File: config.mk
export PLATFORM = sky130hd
export DESIGN_NAME = dpb_ctrl
export DESIGN_NICKNAME = d
export VERILOG_FILES = /design/src/dpb_pkg.sv /design/src/dpb_ctrl.sv
export SDC_FILE = /design/constraint.sdc
export NUM_CORES = 1
export LEC_CHECK = 0
export ABC_AREA = 1
export BUFFER_PORTS_ARGS = -buffer_cell sky130_fd_sc_hd__buf_2
export CAP_MARGIN = 40
export CORE_AREA = 2 2 39 41
export CTS_CLUSTER_DIAMETER = 50
export CTS_CLUSTER_SIZE = 10
export DETAILED_ROUTE_END_ITERATION = 12
export DIE_AREA = 0 0 41 43
export PLACE_DENSITY = 0.52
export SLEW_MARGIN = 10
export SYNTH_ARGS = -nofsm -noshare
export SYNTH_HDL_FRONTEND = slang
export SYNTH_SLANG_ARGS = --single-unit
File: constraint.sdc
create_clock -name i_clk -period 1.05 [get_ports i_clk]
set_input_delay 0.21 -clock i_clk [delete_from_list [all_inputs] [get_ports i_clk]]
set_output_delay 0.21 -clock i_clk [all_outputs]
set_load 0.01 [all_outputs]
File: src/dpb_pkg.sv
`timescale 1ns / 1ps
// ----------------------------------------------------------------------------
// dpb_pkg
// shared widths, register map, state encoding and control structs for the
// depth pixel back-projection block
// ----------------------------------------------------------------------------
package dpb_pkg;

    // raster limits
    localparam int MAX_COLS  = 4096;
    localparam int MAX_ROWS  = 4096;
    localparam int CNT_W     = 12;

    // field widths
    localparam int DEPTH_W   = 18;
    localparam int COLOR_W   = 8;
    localparam int CENTER_W  = 16;
    localparam int RECIP_W   = 25;
    localparam int STRIDE_W  = 3;
    localparam int COORD_W   = 20;

    // arithmetic widths
    localparam int FRAC_PIX  = 4;                      // Q12.4 fraction bits
    localparam int PROD_W    = CENTER_W + DEPTH_W;     // |d| * z
    localparam int HALF_W    = PROD_W / 2;             // split for the recip multiply
    localparam int PART_W    = HALF_W + RECIP_W;       // one partial product
    localparam int ACC_W     = PROD_W + RECIP_W;       // full Q.28 product
    localparam int FRAC_W    = 28;                     // 4 + 24 fraction bits
    localparam int QUOT_W    = ACC_W + 1 - FRAC_W;
    localparam logic [COORD_W-1:0] SAT_HI  = {1'b0, {(COORD_W-1){1'b1}}};
    localparam logic [COORD_W-1:0] SAT_NEG = {1'b1, {(COORD_W-1){1'b0}}};

    // register port
    localparam int PADDR_W   = 5;
    localparam int PDATA_W   = 32;

    typedef enum logic [2:0] {
        REG_CENTER_COL = 3'd0,
        REG_CENTER_ROW = 3'd1,
        REG_RECIP_COL  = 3'd2,
        REG_RECIP_ROW  = 3'd3,
        REG_MIN_DEPTH  = 3'd4,
        REG_MAX_DEPTH  = 3'd5,
        REG_STRIDE     = 3'd6
    } t_reg_idx;

    typedef struct packed {
        logic [CENTER_W-1:0] center_col;
        logic [CENTER_W-1:0] center_row;
        logic [RECIP_W-1:0]  recip_col;
        logic [RECIP_W-1:0]  recip_row;
        logic [DEPTH_W-1:0]  min_depth;
        logic [DEPTH_W-1:0]  max_depth;
        logic [STRIDE_W-1:0] stride;
    } t_cfg;

    typedef enum logic [2:0] {
        ST_IDLE,
        ST_PROD,
        ST_LO,
        ST_HI,
        ST_RND,
        ST_LOAD
    } t_state;

    typedef struct packed {
        logic capture;
        logic step_prod;
        logic step_lo;
        logic step_hi;
        logic step_rnd;
        logic load_out;
    } t_dp_cmd;

    typedef struct packed {
        logic need_result;
    } t_dp_status;

endpackage

File: src/dpb_ctrl.sv
`timescale 1ns / 1ps
// ----------------------------------------------------------------------------
// dpb_ctrl
// sequencer for one pixel request: capture, multiply steps, round, output load
// ----------------------------------------------------------------------------
module dpb_ctrl (
    input  logic                i_clk,
    input  logic                i_rst_n,
    input  logic                i_in_valid,
    output logic                o_in_ready,
    input  logic                i_out_ready,
    output logic                o_out_valid,
    input  dpb_pkg::t_dp_status i_status,
    output dpb_pkg::t_dp_cmd    o_cmd
);

    dpb_pkg::t_state r_state;
    dpb_pkg::t_state n_state;
    logic            r_out_valid;
    logic            n_out_valid;

    assign o_out_valid = r_out_valid;

    always_ff @(posedge i_clk) begin
        if (!i_rst_n) begin
            r_state     <= dpb_pkg::ST_IDLE;
            r_out_valid <= 1'b0;
        end else begin
            r_state     <= n_state;
            r_out_valid <= n_out_valid;
        end
    end

    always_comb begin
        n_state    = r_state;
        o_cmd      = '0;
        o_in_ready = 1'b0;
        unique case (r_state)
            dpb_pkg::ST_IDLE: begin
                o_in_ready = 1'b1;
                if (i_in_valid) begin
                    o_cmd.capture = 1'b1;
                    if (i_status.need_result) begin
                        n_state = dpb_pkg::ST_PROD;
                    end
                end
            end
            dpb_pkg::ST_PROD: begin
                o_cmd.step_prod = 1'b1;
                n_state         = dpb_pkg::ST_LO;
            end
            dpb_pkg::ST_LO: begin
                o_cmd.step_lo = 1'b1;
                n_state       = dpb_pkg::ST_HI;
            end
            dpb_pkg::ST_HI: begin
                o_cmd.step_hi = 1'b1;
                n_state       = dpb_pkg::ST_RND;
            end
            dpb_pkg::ST_RND: begin
                o_cmd.step_rnd = 1'b1;
                n_state        = dpb_pkg::ST_LOAD;
            end
            dpb_pkg::ST_LOAD: begin
                // wait for the output register to free up
                if (!r_out_valid || i_out_ready) begin
                    o_cmd.load_out = 1'b1;
                    n_state        = dpb_pkg::ST_IDLE;
                end
            end
            default: n_state = dpb_pkg::ST_IDLE;
        endcase

        if (o_cmd.load_out) begin
            n_out_valid = 1'b1;
        end else if (i_out_ready) begin
            n_out_valid = 1'b0;
        end else begin
            n_out_valid = r_out_valid;
        end
    end

endmodule

==> run_results.csv <==
group,metric,value,unit
worst_setup_path,cp-end-kind,"output pin",
clock_tree,cts_max_path_buffers,2,
clock_tree,numCtsBuffers,3,
global_route,grt.overflow.total,0,
timing,fin_skew,0.00367,ns
place,place_congestion,0.642,
logic_synthesis,synthCells,37,
floorplan,fp.dieH,43,µm
final_layout,layout-drive-gt1-share,53.8,%
floorplan,io_pins,13,
clock_tree,cts_sinks,4,
logic_synthesis,ys_ff_latch,4,
route,firstDrtPassIters,2,
worst_setup_path,r2r-end,"r_state[0]",
logic_synthesis,avgSynthCellArea,6.39,µm²
power,ir_worst_vdd,0.479,mV
clock_tree,ctsHoldBuffers,0,
timing,setup_viol,7,
global_route,grt_pass1_wl,772,µm
final_layout,antenna_cells,0,
timing,fin_ws,-0.130,ns
logic_synthesis,mappedNetlistArea,236,µm²
clock_tree,cts_tree,"done",
flow_run,cap_violations,0,
final_layout,final_common_cell,"buf_2",
min_path,hold_path_class,"primary input to flop",
min_path,hp-start,"i_rst_n",
min_path,hold_depth,3,
power,p_leak,0.000193,µW
clock_tree,insertion_delay,0.23,ns
worst_setup_path,worstSetupPathType,"flop to output pin",
global_route,antenna_found_initial,0,
route,wirelength,510,µm
route,detail_route.wl_per_cell,7.50,µm
worst_setup_path,cp.required,0.84,ns
timing,slew_viol_final,0,
outcome,status,"finished, violations left",
worst_setup_path,reg2reg_depth,6,
global_route,grt_usage,7.34,%
floorplan,dieWidth,41,µm
route,drt_iter0_drc,2,
logic_synthesis,yosys_warnings,0,
final_layout,nNetsFinal,59,
floorplan,die-area,1760,µm²
clock_tree,path_clk_slew,0.04,ns
timing,min_period,1.18,ns
timing,timing.final.hold_violations,0,
power,p_per_area,1450,nW/µm²
clock_tree,postCtsSetupBuffers,0,
outcome,violations,"negative setup slack",
floorplan,row_count,14,
clock_tree,cts_max_level,1,
route,vias,266,
timing,clock.fmax,848,MHz
place,dp_slack,0.0137,ns
timing,hold_ws,0.237,ns
timing,period_share,112,%
global_route,grt_pass1_vias,210,
timing,rsz0062_at_grt,"true",
place,io_buffers,12,
global_route,grt_max_degree,8,
clock_tree,cts_root_buf,"clkbuf_4",
worst_setup_path,r2r_slack,0.11,ns
floorplan,start_util,17.1,%
worst_setup_path,worstSetupStartpointType,"flop",
worst_setup_path,critPathMaxFanout,4,
timing,fin_tns_setup,-0.748,ns
min_path,min_to,"r_state[2]",
timing,worst_pin_slew,0.138,ns
worst_setup_path,critical_path_arrival,0.97,ns
route,drc,0,
logic_synthesis,ys_seq_area_share,33.9,%
route,vias_per_cell,3.91,
final_layout,layout_common_cells,"buf_2 (12), nor2_1 (7), inv_1 (6)",
route,detail-route-antenna-nets,0,
floorplan,core_area,1380,µm²
final_layout,synthToLayoutAreaGrowth,57.7,%
place,post-dp-hpwl,427,µm
logic_synthesis,syn-num-nets,42,
worst_setup_path,reg2reg_from,"r_state[1]",
timing,relSlewSlack,90.7,%
logic_synthesis,synthDistinctLibCells,12,
repair_timing:
action | in CTS | in global routing
resized for setup | 8 | 4
pin swaps | 2 | 1
endpoints found under the setup margin | 7 | 7
flip-flops by register name, indices dropped and copies added (netlist names):
name and flops:
r_state 3, o_out_valid 1
worst max-delay path: stages, from the launching register on:
cell     delay, ns
dfxtp_4       0.36
nor2_4        0.13
nand2_2       0.06
nor2_1        0.07
buf_2         0.13
cell families after synthesis:
logic type             after synthesis  share of synthesized area, %
and+or+nand+nor                     19                          39.2
AOI/OAI and AO/OA                    5                          10.6
buffers and inverters                9                          16.4
DFF                                  4                          33.9
synth_stat cells:
library cell	number	area, µm²
a21oi_1	4	20.0
buf_2	1	5.00
buf_4	1	7.51
dfxtp_1	4	80.1
inv_1	7	26.3
nand2_1	6	22.5
nand3_1	1	5.00
nand3_2	1	10.0
nor2_1	7	26.3
nor2_2	3	18.8
nor3_2	1	10.0
o21ai_1	1	5.00
layout make-up:
type,count,area [µm²]
Multi-Input combinational cell,24,135
Clock buffer,3,22.5
Timing Repair Buffer,14,75.1
Sequential cell,4,91.3
Inverter,7,28.8
Tap cell,16,20.0
Fill cell,167,1010
through the flow:
stage / utilization [%] / cells / power, µW / instance area (µm²)
CTS: 25.9 / 68 / 547 / 358
detailed placement: 23.1 / 65 / 335 / 319
floorplan: - / 37 / 281 / 236
finish: 26.9 / 68 / 541 / 373
global route: 26.9 / 68 / 590 / 373
global placement: 23.1 / 65 / 332 / 319
worst max path at each step:
stage	start	endpoint	slack [ns]	cells past startpoint
3_3_place_gp	r_state[2]	o_cmd[0]	0.03	3
3_5_place_dp	r_state[2]	o_cmd[0]	0.01	3
6_report	r_state[1]	o_cmd[5]	-0.13	4
2_1_floorplan	r_state[2]	o_cmd[0]	0.04	4
5_1_grt	r_state[1]	o_cmd[0]	-0.20	4
4_1_cts	r_state[1]	o_cmd[0]	-0.14	4
where the power goes:
group	internal (µW)	switching, µW	total, µW
logic	69.4	84.6	154
registers	170	32.2	202
clock network	127	56.8	184
total	367	174	541
per-layer routing:
| layer | global-route usage (%) | vias up | wire, µm |
|---|---|---|---|
| li1 | - | 141 | - |
| met1 | 6.45 | 120 | 196 |
| met2 | 10.0 | 3 | 293 |
| met3 | 3.14 | 2 | 14 |
| met4 | 10.0 | 0 | 5 |
| met5 | 0 | - | 0 |
No activity file was read; power rests on OpenSTA's default activity.
