## src/dpb_pkg.sv

```systemverilog
`timescale 1ns / 1ps
// ----------------------------------------------------------------------------
// dpb_pkg
// shared widths, register map, state encoding and control structs for the
// depth pixel back-projection block
// ----------------------------------------------------------------------------
package dpb_pkg;

    // raster limits
    localparam int MAX_COLS  = 4096;
    localparam int MAX_ROWS  = 4096;
    localparam int CNT_W     = 12;

    // field widths
    localparam int DEPTH_W   = 18;
    localparam int COLOR_W   = 8;
    localparam int CENTER_W  = 16;
    localparam int RECIP_W   = 25;
    localparam int STRIDE_W  = 3;
    localparam int COORD_W   = 20;

    // arithmetic widths
    localparam int FRAC_PIX  = 4;                      // Q12.4 fraction bits
    localparam int PROD_W    = CENTER_W + DEPTH_W;     // |d| * z
    localparam int HALF_W    = PROD_W / 2;             // split for the recip multiply
    localparam int PART_W    = HALF_W + RECIP_W;       // one partial product
    localparam int ACC_W     = PROD_W + RECIP_W;       // full Q.28 product
    localparam int FRAC_W    = 28;                     // 4 + 24 fraction bits
    localparam int QUOT_W    = ACC_W + 1 - FRAC_W;
    localparam logic [COORD_W-1:0] SAT_HI  = {1'b0, {(COORD_W-1){1'b1}}};
    localparam logic [COORD_W-1:0] SAT_NEG = {1'b1, {(COORD_W-1){1'b0}}};

    // register port
    localparam int PADDR_W   = 5;
    localparam int PDATA_W   = 32;

    typedef enum logic [2:0] {
        REG_CENTER_COL = 3'd0,
        REG_CENTER_ROW = 3'd1,
        REG_RECIP_COL  = 3'd2,
        REG_RECIP_ROW  = 3'd3,
        REG_MIN_DEPTH  = 3'd4,
        REG_MAX_DEPTH  = 3'd5,
        REG_STRIDE     = 3'd6
    } t_reg_idx;

    typedef struct packed {
        logic [CENTER_W-1:0] center_col;
        logic [CENTER_W-1:0] center_row;
        logic [RECIP_W-1:0]  recip_col;
        logic [RECIP_W-1:0]  recip_row;
        logic [DEPTH_W-1:0]  min_depth;
        logic [DEPTH_W-1:0]  max_depth;
        logic [STRIDE_W-1:0] stride;
    } t_cfg;

    typedef enum logic [2:0] {
        ST_IDLE,
        ST_PROD,
        ST_LO,
        ST_HI,
        ST_RND,
        ST_LOAD
    } t_state;

    typedef struct packed {
        logic capture;
        logic step_prod;
        logic step_lo;
        logic step_hi;
        logic step_rnd;
        logic load_out;
    } t_dp_cmd;

    typedef struct packed {
        logic need_result;
    } t_dp_status;

endpackage

```

## src/dpb_regs.sv

```systemverilog
`timescale 1ns / 1ps
// ----------------------------------------------------------------------------
// dpb_regs
// configuration register file behind a simple APB-style port
// ----------------------------------------------------------------------------
module dpb_regs (
    input  logic                        i_clk,
    input  logic                        i_rst_n,
    input  logic                        psel,
    input  logic                        penable,
    input  logic                        pwrite,
    input  logic [dpb_pkg::PADDR_W-1:0] paddr,
    input  logic [dpb_pkg::PDATA_W-1:0] pwdata,
    output logic [dpb_pkg::PDATA_W-1:0] prdata,
    output logic                        pready,
    output dpb_pkg::t_cfg               o_cfg
);

    dpb_pkg::t_cfg     r_cfg;
    dpb_pkg::t_reg_idx w_idx;
    logic              w_write;

    assign w_idx   = dpb_pkg::t_reg_idx'(paddr[4:2]);
    assign w_write = psel && penable && pwrite;
    assign pready  = 1'b1;
    assign o_cfg   = r_cfg;

    always_ff @(posedge i_clk) begin
        if (!i_rst_n) begin
            r_cfg.center_col <= dpb_pkg::CENTER_W'(5120);
            r_cfg.center_row <= dpb_pkg::CENTER_W'(3840);
            r_cfg.recip_col  <= dpb_pkg::RECIP_W'(33554);
            r_cfg.recip_row  <= dpb_pkg::RECIP_W'(33554);
            r_cfg.min_depth  <= dpb_pkg::DEPTH_W'(500);
            r_cfg.max_depth  <= dpb_pkg::DEPTH_W'(130000);
            r_cfg.stride     <= dpb_pkg::STRIDE_W'(3);
        end else if (w_write) begin
            unique case (w_idx)
                dpb_pkg::REG_CENTER_COL: r_cfg.center_col <= pwdata[dpb_pkg::CENTER_W-1:0];
                dpb_pkg::REG_CENTER_ROW: r_cfg.center_row <= pwdata[dpb_pkg::CENTER_W-1:0];
                dpb_pkg::REG_RECIP_COL:  r_cfg.recip_col  <= pwdata[dpb_pkg::RECIP_W-1:0];
                dpb_pkg::REG_RECIP_ROW:  r_cfg.recip_row  <= pwdata[dpb_pkg::RECIP_W-1:0];
                dpb_pkg::REG_MIN_DEPTH:  r_cfg.min_depth  <= pwdata[dpb_pkg::DEPTH_W-1:0];
                dpb_pkg::REG_MAX_DEPTH:  r_cfg.max_depth  <= pwdata[dpb_pkg::DEPTH_W-1:0];
                dpb_pkg::REG_STRIDE:     r_cfg.stride     <= pwdata[dpb_pkg::STRIDE_W-1:0];
                default: ;
            endcase
        end
    end

    always_comb begin
        unique case (w_idx)
            dpb_pkg::REG_CENTER_COL: prdata = dpb_pkg::PDATA_W'(r_cfg.center_col);
            dpb_pkg::REG_CENTER_ROW: prdata = dpb_pkg::PDATA_W'(r_cfg.center_row);
            dpb_pkg::REG_RECIP_COL:  prdata = dpb_pkg::PDATA_W'(r_cfg.recip_col);
            dpb_pkg::REG_RECIP_ROW:  prdata = dpb_pkg::PDATA_W'(r_cfg.recip_row);
            dpb_pkg::REG_MIN_DEPTH:  prdata = dpb_pkg::PDATA_W'(r_cfg.min_depth);
            dpb_pkg::REG_MAX_DEPTH:  prdata = dpb_pkg::PDATA_W'(r_cfg.max_depth);
            dpb_pkg::REG_STRIDE:     prdata = dpb_pkg::PDATA_W'(r_cfg.stride);
            default:                 prdata = '0;
        endcase
    end

endmodule

```

## config.mk

```make
export PLATFORM = sky130hd
export DESIGN_NAME = dpb_regs
export DESIGN_NICKNAME = d
export VERILOG_FILES = /design/src/dpb_pkg.sv /design/src/dpb_regs.sv
export SDC_FILE = /design/constraint.sdc
export NUM_CORES = 1
export LEC_CHECK = 0
export BUFFER_PORTS_ARGS = -buffer_cell sky130_fd_sc_hd__clkbuf_2
export CAP_MARGIN = 20
export CORE_MARGIN = 2
export CORE_UTILIZATION = 42
export CTS_CLUSTER_DIAMETER = 40
export CTS_CLUSTER_SIZE = 30
export DETAILED_ROUTE_END_ITERATION = 12
export GPL_TIMING_DRIVEN = 0
export PLACE_DENSITY = 0.69
export REMOVE_ABC_BUFFERS = 1
export SLEW_MARGIN = 20
export SYNTH_ARGS = -nofsm -noshare
export SYNTH_HDL_FRONTEND = slang
export SYNTH_SLANG_ARGS = --single-unit
export TNS_END_PERCENT = 10
```

## constraint.sdc

```tcl
create_clock -name i_clk -period 2 [get_ports i_clk]
set_input_delay 0.4 -clock i_clk [delete_from_list [all_inputs] [get_ports i_clk]]
set_output_delay 0.4 -clock i_clk [all_outputs]
set_load 0.03 [all_outputs]
```

==> metrics.txt, run 1 <==
starting density of the core 42.8%; I/O Pins 196; final setup TNS -30.1 ps; Worst-path clk slew 50 ps; die width 120 µm; drc violations 0; DRT Pass-1 Iters 5; Core Area 13200 µm²; WL final 18800 µm; Crit path arrival time 1630 ps; flops & latches, synth 121; DIE AREA 14400 µm²; Cell Area, Synth 5650 µm²; Synth cell types 39; Nets 818; Crit. Startpoint paddr[2]; overall global routing resource usage 26.5%; Post-synth ARST share 0%; Hold Crit Start pwdata[18]; largest cells by area after synthesis dfxtp_1 (43%), mux2i_1 (21%), nand2_1 (7.7%); grt met1 use 32.5%; Clk Tree Root Cell clkbuf_16; Synth top area share 42.9%; Critical Path Fanout Max 8; CP Capture Type output pin; Clock Path Buffers 2; worst setup path category in2out; cell count after synthesis 608; post-synthesis sequential area ratio 42.9%; Final Power 0.00631 W; pin count of the biggest net entering global routing 91; crit share post-route 102%; maxcap violations 0; static leakage 3.64 nW; vias 5427; proportion of layout cells with a drive suffix above 1 34.9%; max FFs per register 121; Port Buffers 178; Yosys warning count 0; Final Hold Viols 0; H-tree depth 4; Worst Hold Class in2reg; CTS Buf Count 17; die height 120 µm; Site Rows 42; Worst Slack Setup Final -30.1 ps; worst reg2reg startpoint o_cfg[117]$_SDFFE_PN1P_; placed cell areas 6590 µm²; CP Launch Type primary input; via-per-instance ratio 5.62; largest area contributor in the netlist dfxtp_1; top-count cell post-synth dfxtp_1; max frequency 493 MHz; unrepaired setup endpoints after global routing yes; Final Non-Filler Cells 965; Mean Syn Cell Area 9.30 µm²; Tmin final 2030 ps; initial antenna violation count 0; Slew @ Worst Pin 681 ps; failing checks negative setup slack; status finished with violations; Max VDD drop 0.452 mV; DR WL/cell 19.5 µm; total grt overflow 0; Fillers 1155; Global Route met2 Usage 41.9%; Sink Count 121; RePlAce Congestion 0.806; CTS tree done; Post-synth top cells dfxtp_1 (121), mux2i_1 (118), nand2_1 (116); Worst-Skew Late Latency 420 ps; Post-synth top flop dfxtp_1; diode count 0; cell count after placement 916; Design Area, Final 7630 µm²; Util after Layout 57.9%; Detailed Place HPWL 11900 µm; Initial DRC Count 357; antenna viol nets, final 0; first-pass GRT wire length 29200 µm; Max-slew headroom 54.4%; final setup vio count 1; final clock skew 0 ps; Post-synth EDFFs 0; Slew Viols, Final 0; vias in the first global route 5392; pwr/cell area 826 nW/µm²; Global Route met3 Usage 9.13%; grt peak-use layer met2; Worst EP required 1600 ps; area grow syn2layout 35.1%
-- cell families (layout without fill, tap and decap cells) --
family | count (synthesis) | after routing | synth area share [%]
flip-flops | 121 | 121 | 42.9
multiplexers | 134 | 134 | 24.1
other | 2 | 8 | 0.133
buffers and inverters | 64 | 239 | 6.38
AO/OA/AOI/OAI | 82 | 82 | 9.52
AND/OR/NAND/NOR | 205 | 205 | 17.0
-- final timing paths --
check / endpoint / slack (ps) / depth (start not counted)
min: o_cfg[57]$_SDFFE_PN0P_ / 230 / 3
max reg2reg: o_cfg[117]$_SDFFE_PN1P_ / 1240 / 2
min reg2reg: o_cfg[78]$_SDFFE_PN0P_ / 470 / 2
max: prdata[8] / -30 / 6
-- worst max-delay path, cell delays in order --
cell and delay [ps]:
clkbuf_16 140, bufbuf_16 280, mux2_2 340, a22oi_2 190, o21ai_1 100, buf_4 180
-- stage by stage --
stage | setup WS (ps) | hold slack (ps)
after floorplan | -762 | 472
after global placement | -2750 | 457
after detailed placement | -1190 | 468
after CTS | -46.9 | 212
after global routing | -62.4 | 247
final | -30.1 | 232
-- layout by cell type, fill, tap and decap left out, types with 3 or more instances in the layout --
cell type	netlist	routed
a21oi_1	4	4
a221oi_2	0	3
a22oi_1	14	9
a22oi_2	0	5
buf_16	0	5
buf_4	20	23
bufinv_16	0	3
clkbuf_1	16	3
clkbuf_16	0	20
clkbuf_2	0	159
clkbuf_8	0	8
clkinv_2	0	3
conb_1	2	8
dfxtp_1	121	121
inv_1	7	7
mux2_2	16	16
mux2i_1	118	118
nand2_1	116	114
nand2_2	2	3
nand2b_4	0	3
nand3_1	56	56
nor2_1	10	8
nor2_4	1	3
nor2b_1	5	4
o211ai_1	6	6
o21ai_0	38	31
o21ai_1	2	9
o221a_2	3	3
o32a_1	3	3
-- layout make-up --
type,instances,area (µm²),share of cell area [%]
clock inverter,7,113,1.47
timing repair buffer,200,1340,17.6
multi-input combinational,429,3000,39.3
inverter,7,26.3,0.344
clock buffer,25,505,6.62
sequential,121,2420,31.7
tap,176,220,2.88
-- repair_timing --
| item | CTS | global route |
|---|---|---|
| setup buffers | 13 | 0 |
| pin swaps | 2 | 4 |
| endpoints found under the setup margin | 124 | 15 |
| hold buffers | 0 | 0 |
| cloned | 4 | 0 |
| resized for setup | 45 | 24 |
-- metal layers --
| layer | vias up | wire length, µm |
|---|---|---|
| met1 | 2618 | 7750 |
| met4 | 0 | 553 |
| li1 | 2474 | - |
| met2 | 288 | 8630 |
| met3 | 47 | 1850 |
| met5 | - | 0 |
-- report_power, final --
part	switching (W)	leakage (nW)	internal (W)
logic	0.000420	2.36	0.000242
registers	0.0000181	0.977	0.00243
clock network	0.00108	0.303	0.00212
total	0.00152	3.64	0.00479
Power figures use the tool's default switching activity.
==> inputs of run 2 (changes only) <==
--- a/config.mk
+++ b/config.mk
@@ -13,7 +13,7 @@
 export CTS_CLUSTER_SIZE = 30
 export DETAILED_ROUTE_END_ITERATION = 12
 export GPL_TIMING_DRIVEN = 0
-export PLACE_DENSITY = 0.69
+export PLACE_DENSITY = 0.7
 export REMOVE_ABC_BUFFERS = 1
 export SLEW_MARGIN = 20
 export SYNTH_ARGS = -nofsm -noshare
==> run 2 against run 1 <==
The flow now finishes without violations. Final cell count is 0.93% lower. Routed wire length fell by 3.7%. Critical path type unchanged. Largest power group unchanged. First-iteration DRC count up 8.7%. Largest cell class unchanged. Cell area shrank 3.3%.
==> metrics.txt, run 2 (synthesis gave the netlist of run 1 again) <==
hold buffer count at CTS 0; Crit path arrival time 1570 ps; max FFs per register 121; crit path cell chain clkbuf_16, buf_16, nand2b_4, o221a_2, a221oi_2, buf_4; max frequency 508 MHz; total grt overflow 0; CP Launch Type primary input; H-tree depth 4; Slew Viols, Final 0; CP Capture Type output pin; Clk Tree Root Cell clkbuf_16; Slew @ Worst Pin 654 ps; Final Non-Filler Cells 956; DRT Pass-1 Iters 5; maxcap violations 0; Clock Path Buffers 2; pwr/cell area 771 nW/µm²; Core Area 13200 µm²; most common cell after layout, fill and taps aside clkbuf_2; crit-path leading delay family buffers and inverters; CTS tree done; Worst-path clk slew 50 ps; Worst EP required 1600 ps; area grow syn2layout 30.6%; I/O Pins 196; die height 120 µm; crit share post-route 98.4%; Critical Path Fanout Max 15; Register Area 2420 µm²; cell count after placement 915; Fillers 1187; Multi-input gate area 3000 µm²; Initial DRC Count 388; vias in the first global route 5164; WP buf/inv 3; Max-slew headroom 56.2%; Sink Count 121; Worst-Skew Late Latency 420 ps; Final Hold Viols 0; static leakage 3.52 nW; die width 120 µm; Detailed Place HPWL 11700 µm; CTS Buf Count 17; final clock skew 0 ps; initial antenna violation count 0; worst setup path category in2out; diode count 0; overall global routing resource usage 25.1%; vias 5229; Worst Hold Class in2reg; placed cell areas 6580 µm²; commonest non-fill, non-tap cells in the layout clkbuf_2 (166), dfxtp_1 (121), mux2i_1 (118); unrepaired setup endpoints after global routing yes; DIE AREA 14400 µm²; Site Rows 42; Nets 813; WL final 18100 µm; Final Power 0.00569 W; status finished clean; Design Area, Final 7380 µm²; proportion of layout cells with a drive suffix above 1 33.5%; via-per-instance ratio 5.47; first-pass GRT wire length 27800 µm; Max VDD drop 0.638 mV; RePlAce Congestion 0.769; Worst path max stage delay 290 ps; final setup vio count 0; antenna viol nets, final 0; starting density of the core 42.8%; Critical-path top delay cell o221a_2; Tmin final 1970 ps; drc violations 0; Port Buffers 178; pin count of the biggest net entering global routing 82; DR WL/cell 18.9 µm
## run 2: path summary, 6_finish.rpt
path,slack [ps],cells after the start,startpoint,to
worst min-delay path,240,3,pwdata[19],o_cfg[58]$_SDFFE_PN0P_
worst min register to register,470,2,o_cfg[66]$_SDFFE_PN0P_,o_cfg[66]$_SDFFE_PN0P_
worst max register to register,1240,3,o_cfg[99]$_SDFFE_PN1P_,o_cfg[99]$_SDFFE_PN1P_
worst max-delay path,30,6,paddr[2],prdata[0]
## run 2: per-stage QoR
stage	TNS, ps	hold WS (ps)	utilization, %	setup WS [ps]
CTS	-22.5	222	55.6	-17.0
finish	0	236	56.0	32.2
global placement	-238590	455	48.9	-2660
global route	-39.9	234	56.0	-21.6
floorplan	-13710	472	-	-762
detailed placement	-109750	463	49.9	-1240
## run 2: repair_timing
item,CTS,global route
pin swaps,0,1
hold endpoints to repair,0,0
buffers inserted,6,5
setup endpoints to repair,123,10
cloned,2,0
gates resized for setup,35,8
## run 2: layout make-up
cell class,instances,area share (%)
sequential,121,32.8
multi-input combinational,429,40.6
clock buffer,23,6.34
clock inverter,5,0.339
inverter,7,0.356
timing repair buffer,195,16.6
tap,176,2.98
## run 2: worst reg2reg max path, delay by kind of cell, from the launching register on
| kind | cells | cell delay (ps) |
|---|---|---|
| AOI/OAI and AO/OA | 2 | 180 |
| and+or+nand+nor | 1 | 140 |
| DFF | 1 | 320 |
## run 2: where the power goes
group          internal, W  leakage (nW)  switching [W]
Combinational     0.000214          2.30       0.000411
Sequential         0.00244         0.977      0.0000175
Clock              0.00160         0.248        0.00101
Total              0.00425          3.52        0.00144
## run 2: layer usage
metal  up-vias  share of wire, %  GRT usage [%]  wire (µm)
met2       209                47           40.3       8550
met5         -                 0              0          0
li1       2452                 -              -          -
met1      2544                43           31.7       7780
met3        24               7.8           7.32       1410
met4         0               1.8           9.85        334
